`src/rtl/mlft_pkg.sv`:
```
// Package for the MAC learning forwarding table: shared types and constants.
// No dependencies.
package mlft_pkg;

    localparam int unsigned MacWidth = 48;
    localparam int unsigned CfgWidth = 16;
    localparam int unsigned KindPacket = 0;

    localparam logic [1:0] LearnRefreshed = 2'd0;
    localparam logic [1:0] LearnAdded = 2'd1;
    localparam logic [1:0] LearnFull = 2'd2;
    localparam logic [1:0] LearnNone = 2'd3;

    localparam logic RegLifetime = 1'b0;
    localparam logic RegSweep = 1'b1;

    typedef struct packed {
        logic start_scan;
        logic scan_learn;
        logic scan_lookup;
        logic scan_sweep;
        logic do_write;
        logic tick;
        logic finish;
    } t_cmd;

    typedef struct packed {
        logic scan_last;
        logic is_tick;
        logic do_sweep;
    } t_status;

endpackage

```
`src/rtl/mlft_ctrl.sv`:
```
// Controller state machine of the MAC learning forwarding table.
// Depends on mlft_pkg.
module mlft_ctrl (
    input  logic            i_clk,
    input  logic            i_rst_n,
    input  logic            i_start,
    input  logic            i_out_free,
    input  mlft_pkg::t_status i_status,
    output mlft_pkg::t_cmd  o_cmd,
    output logic            o_idle
);
    import mlft_pkg::*;

    typedef enum logic [4:0] {
        S_IDLE   = 5'b00001,
        S_LEARN  = 5'b00010,
        S_WRITE  = 5'b00100,
        S_LOOKUP = 5'b01000,
        S_SWEEP  = 5'b10000
    } t_state;

    t_state r_state, n_state;

    always_comb begin
        n_state = r_state;
        o_cmd = '0;
        unique case (r_state)
            S_IDLE: begin
                if (i_start) begin
                    o_cmd.start_scan = 1'b1;
                    if (!i_status.is_tick) begin
                        n_state = S_LEARN;
                    end else begin
                        o_cmd.tick = 1'b1;
                        if (i_status.do_sweep) begin
                            n_state = S_SWEEP;
                        end else begin
                            o_cmd.finish = 1'b1;
                        end
                    end
                end
            end
            S_LEARN: begin
                o_cmd.scan_learn = 1'b1;
                if (i_status.scan_last) n_state = S_WRITE;
            end
            S_WRITE: begin
                o_cmd.do_write = 1'b1;
                o_cmd.start_scan = 1'b1;
                n_state = S_LOOKUP;
            end
            S_LOOKUP: begin
                o_cmd.scan_lookup = 1'b1;
                if (i_status.scan_last && i_out_free) begin
                    o_cmd.finish = 1'b1;
                    n_state = S_IDLE;
                end
            end
            S_SWEEP: begin
                o_cmd.scan_sweep = 1'b1;
                if (i_status.scan_last && i_out_free) begin
                    o_cmd.finish = 1'b1;
                    n_state = S_IDLE;
                end
            end
            default: n_state = S_IDLE;
        endcase
    end

    always_ff @(posedge i_clk) begin
        if (!i_rst_n) r_state <= S_IDLE;
        else r_state <= n_state;
    end

    assign o_idle = (r_state == S_IDLE);

    a_write_after_learn: assert property (@(posedge i_clk) disable iff (!i_rst_n)
        (r_state == S_WRITE) |-> $past(r_state) == S_LEARN)
        else $error("write without learn scan");
    a_finish_idle: assert property (@(posedge i_clk) disable iff (!i_rst_n)
        (o_cmd.finish && r_state != S_IDLE) |=> (r_state == S_IDLE))
        else $error("finish did not return to idle");
    a_one_scan: assert property (@(posedge i_clk) disable iff (!i_rst_n)
        $onehot0({o_cmd.scan_learn, o_cmd.scan_lookup, o_cmd.scan_sweep}))
        else $error("overlapping scans");
endmodule

```
`config.mk`:
```
export PLATFORM = sky130hd
export DESIGN_NAME = mlft_ctrl
export DESIGN_NICKNAME = d
export VERILOG_FILES = /design/src/rtl/mlft_pkg.sv /design/src/rtl/mlft_ctrl.sv
export SDC_FILE = /design/constraint.sdc
export NUM_CORES = 1
export LEC_CHECK = 0
export ABC_AREA = 0
export ABC_CLOCK_PERIOD_IN_PS = 1550
export BUFFER_PORTS_ARGS = -buffer_cell sky130_fd_sc_hd__buf_2
export CAP_MARGIN = 20
export CORE_AREA = 3 3 40 42
export DETAILED_ROUTE_END_ITERATION = 8
export DIE_AREA = 0 0 43 45
export HOLD_SLACK_MARGIN = 0.1
export PLACE_DENSITY_LB_ADDON = 0.05
export SKIP_LAST_GASP = 1
export SYNTH_ARGS = -nofsm -noshare
export SYNTH_HDL_FRONTEND = slang
export SYNTH_SLANG_ARGS = --single-unit
```
`constraint.sdc`:
```
create_clock -name i_clk -period 1.55 [get_ports i_clk]
set_input_delay 0.0775 -clock i_clk [delete_from_list [all_inputs] [get_ports i_clk]]
set_output_delay 0.0775 -clock i_clk [all_outputs]
set_load 0.01 [all_outputs]
```
After elaboration in Yosys (flattened, before gate mapping):

Index checks and enable logic that the tools add are counted.

* register bits: 5
* output and inout port bits: 8
* word-level logic and storage cells: 31

* equality and inequality tests: 9
* mux-type cells: 18
* reduce and logical (&&, ||, !) cells: 3

Operators with widths (number)
* 5-bit 2-to-1 mux: 5
* 5-bit one-hot mux with 4 select lines: 1
* 1-bit 2-to-1 mux: 8
* 5-bit by 1-bit == test with 1-bit output (second input constant): 1
* 5-bit by 2-bit == test with 1-bit output (second input constant): 1
* 5-bit by 3-bit == test with 1-bit output (second input constant): 1
* 5-bit by 4-bit == test with 1-bit output (second input constant): 1
* 5-bit == test (second input constant): 1
* 2-bit 2-to-1 mux: 2
* 2-bit inequality test (second input constant): 2
* 1-bit one-hot mux with 2 select lines: 2
* 4-bit AND reduction: 1
* 3-bit inequality test (second input constant): 1
* 2-bit by 1-bit inequality test with 1-bit output (second input constant): 1
* 2-bit OR reduction: 1
* 1-bit logical AND: 1

Logic depth before layout (Yosys ltp):

* word-level depth: 4
* mapped depth: 4
* mapped depth without buffers: 4

Worst setup path before layout:

No wires, ideal clock.

* kind: register -> register
* from: reg r_state[4]
* to: reg r_state[0]
* setup time: 0.122 ns
* data arrival time: 1.521 ns
* data required time: 1.428 ns
* setup slack: -0.093 ns
* stages on the path, launching flop included: 5
* path buffers: 0
* path through: dfxtp_1 -> or3_4 -> nor3b_4 -> a22oi_2 -> a221o_1

* elaborated cells on any way between the ends: 12
* classes of those cells: eq/ne (9); mux (1); reduce/logical (2)

RTL lines
* start, declared: line mlft_ctrl.sv:22 `t_state r_state, n_state;`
* start signal, assigned: line mlft_ctrl.sv:72 `else r_state <= n_state;`
* 5-bit by 1-bit == test with 1-bit output *
* net o_idle: line mlft_ctrl.sv:10 `output logic o_idle`
* 3-bit inequality test (no source line) / 2-bit inequality test (equally long branches)
* 4-bit AND reduction (no source line)

The timed path passes the listed nets; every way through them passes the cells marked *.
A chain may end at the register's enable or synchronous reset.

Worst setup path in the final report:

* from: reg r_state[4]
* to: reg r_state[0]

* cells in the longest elaborated chain, start to end: 4
* elaborated cells on any way between the ends: 12
* classes of those cells: eq/ne (9); mux (1); reduce/logical (2)

RTL lines
* 5-bit == test / 5-bit by 4-bit == test with 1-bit output (equally long branches): line mlft_ctrl.sv:27 `unique case (r_state)`
* 2-bit OR reduction (no source line)
* 2-bit by 1-bit inequality test with 1-bit output (no source line)
* 4-bit AND reduction (no source line)

Several ways; a longest one is shown, not always the timed one.

==> run metrics <==
Max clock buf depth=2; setup TNS=-0.448 ns; Post-synth EDFFs=0; Worst-path clk slew=~0.05 ns; Routed Antenna Nets=0; DP Wirelength=between 700 and 800 um; Leak=between 0.2 and 0.3 nW; Slew headroom=0.810; most frequent cell after synthesis=nand2_1; largest registers=r_state x5; Final #Nets=between 70 and 80; worst skew pair latency=approximately 0.25 ns; Hold Startpoint=i_status[1]; Synth area leader=dfxtp_1; Syn-to-layout area delta=70.2%; drt wl/cell=11.6 um; max_cap viols=0; core area=roughly 0.0013 mm^2; post-layout util=0.451; highest net fanout along the worst path=5; Final Non-Filler Cells=between 80 and 90; CP Capture Type=register; fraction of layout cells with a size suffix above 1=0.627; Syn Inst Count=39; initial core utilization=0.265; die outline width=between 40 and 50 um; Post-Syn Area=about 340 um^2; CTS tree=done; placed cell count=75; Final min period=between 1.5 and 2 ns; Seq/Total Area, Yosys=0.294; CP required=around 1.7 ns; first-pass GRT wire length=~1500 um; synth unique cells=24; worst reg2reg endpoint=r_state[0]; Mapped Avg Cell Area=8.73 um^2; H-Tree Depth=1; CP arrival=about 1.8 ns; I/O pins=15; gr ovfl total=0; Port Buffers=14; WHS Path Cells=3; CTS root buffer=clkbuf_4; PnR Total Power=0.000830 W; crit path kind=reg2reg; f_max=605 MHz; Die H=roughly 45 um; area share of the leading cell type in the synthesized netlist=0.294; Vias=a little under 400; Num CTS Buffers=3; Top reg by flops=r_state; max reg flops=5; Final Wtd Congestion=approximately 0.72; RSZ-0062 raised after global routing=yes; Final Hold Fails=0; Setup violations, final=7; vias in the first global route=around 360; final wirelength=~950 um; antenna diode count=0; P per Cell Area=approximately 1400 mW/mm^2; First-pass DRT Iterations=4; worst slew pin tran=0.284 ns; WHS Endpoint=r_state[4]; failing checks=setup timing; flop2flop setup slack=-0.10 ns; Vias/cell=between 4 and 5; Primary FF master, synth=dfxtp_1; fin worst setup slack=-0.102 ns; pin count of the biggest net entering global routing=8; Cell Rows=13; Fillers=around 140; GRT Util Overall=0.101; top cells by count, synth=nand2_1, dfxtp_1, inv_1, nor3b_1; die area=a little under 0.002 mm^2; worst hold path type=in2reg; initial antenna violation count=0; post-synthesis async set-or-reset flop share=0; Worst R2R Path Depth=5; worst clock skew=0.00331 ns; synthesized net count=46; launch point of the worst reg-to-reg path=r_state[4]; fin. max-slew vios=0; Critical Path Start Type=register; Iter 0 DRT Violations=6; top post-synthesis cells by area=dfxtp_1, nand2_1, nor3b_1, nor3b_4, o32ai_1; Peak VDD IR=approximately 710 uV; FF+latch count, synth=5; TritonCTS sink count=5; fin crit share=1.07; status=complete, but fails checks; YS warnings=0; Residual DRC=0; hold_buf cts=0
-- timing repair --
| action | in CTS | in global routing |
|---|---|---|
| gates resized for setup | 4 | 5 |
| endpoints found under the setup margin | 7 | 12 |
| gates cloned | 0 | 0 |
| pin swaps | 4 | 6 |
| buffers inserted | 2 | 1 |
-- worst max-delay path by stage --
| stage | to | slack [ns] | startpoint | depth (start not counted) |
|---|---|---|---|---|
| 4_1_cts | o_cmd[0] | -0.12 | r_state[4] | 5 |
| 5_1_grt | o_cmd[0] | -0.20 | r_state[4] | 5 |
| 3_5_place_dp | r_state[0] | -0.06 | r_state[4] | 4 |
| 3_3_place_gp | r_state[0] | -0.01 | r_state[2] | 4 |
| 6_report | r_state[0] | -0.10 | r_state[4] | 5 |
| 2_1_floorplan | r_state[0] | -0.08 | r_state[4] | 4 |
-- area by class of cell --
class	count	area (um^2)	share of cell area
Clock inverter	1	5.00	0.00864
Multi-Input combinational cell	30	258	0.445
Clock buffer	3	22.5	0.0389
Timing Repair Buffer	25	163	0.281
Inverter	3	11.3	0.0194
Tap cell	15	18.8	0.0324
Sequential cell	5	101	0.175
-- metal layers --
| layer | global-route usage | up-vias | wire length (um) |
|---|---|---|---|
| li1 | - | 199 | - |
| met1 | 0.118 | 176 | 378 |
| met2 | 0.162 | 10 | 505 |
| met3 | 0.0637 | 0 | 68 |
| met4 | 0.0181 | 0 | 0 |
| met5 | 0 | - | 0 |
-- power breakdown --
group,total [W],internal [W],switching (W)
clock,0.000152,0.0000936,0.0000582
combinational,0.000511,0.000290,0.000221
sequential,0.000167,0.000153,0.0000136
-- through the flow --
step | hold WS, ns | instance area, um^2 | setup WS, ns
after floorplan | 0.186 | 342 | -0.0789
after global placement | 0.371 | 483 | -0.00970
after detailed placement | 0.377 | 483 | -0.0571
after CTS | 0.117 | 544 | -0.118
after global routing | 0.113 | 579 | -0.196
final | 0.116 | 579 | -0.102
-- critical path, cell delays in order (launching register included) --
cell	delay, ns
dfxtp_2	0.32
or3_4	0.41
nor3b_4	0.24
buf_6	0.14
a22oi_2	0.10
a221o_1	0.32
-- cell usage in the layout, fill, tap and decap left out --
cell type and count:
o21ai_0 1, buf_4 10, nand3_1 1, nor4_1 1
xnor2_2 1, dfxtp_1 4, nor3_1 2, nand2_2 1
clkbuf_4 3, a41o_1 1, nor3b_4 1, buf_6 2
mux2i_1 1, buf_2 13, clkinv_2 1, and3_4 1
nor3b_2 2, or2b_1 1, a221o_1 1, and2_2 1
nand2b_1 1, o32ai_1 1, inv_1 3, or3_4 2
nor3b_1 1, nand2_1 5, nor2_1 1, o32ai_2 1
o31ai_2 1, a22oi_2 1, dfxtp_2 1
-- cell families after synthesis --
| logic type | synth area share |
|---|---|
| and+or+nand+nor | 0.397 |
| muxes | 0.0294 |
| buffers and inverters | 0.0552 |
| xor gates and xnor gates | 0.0257 |
| AOI/OAI and AO/OA | 0.199 |
| DFF | 0.294 |
Power figures use the tool's default switching activity.
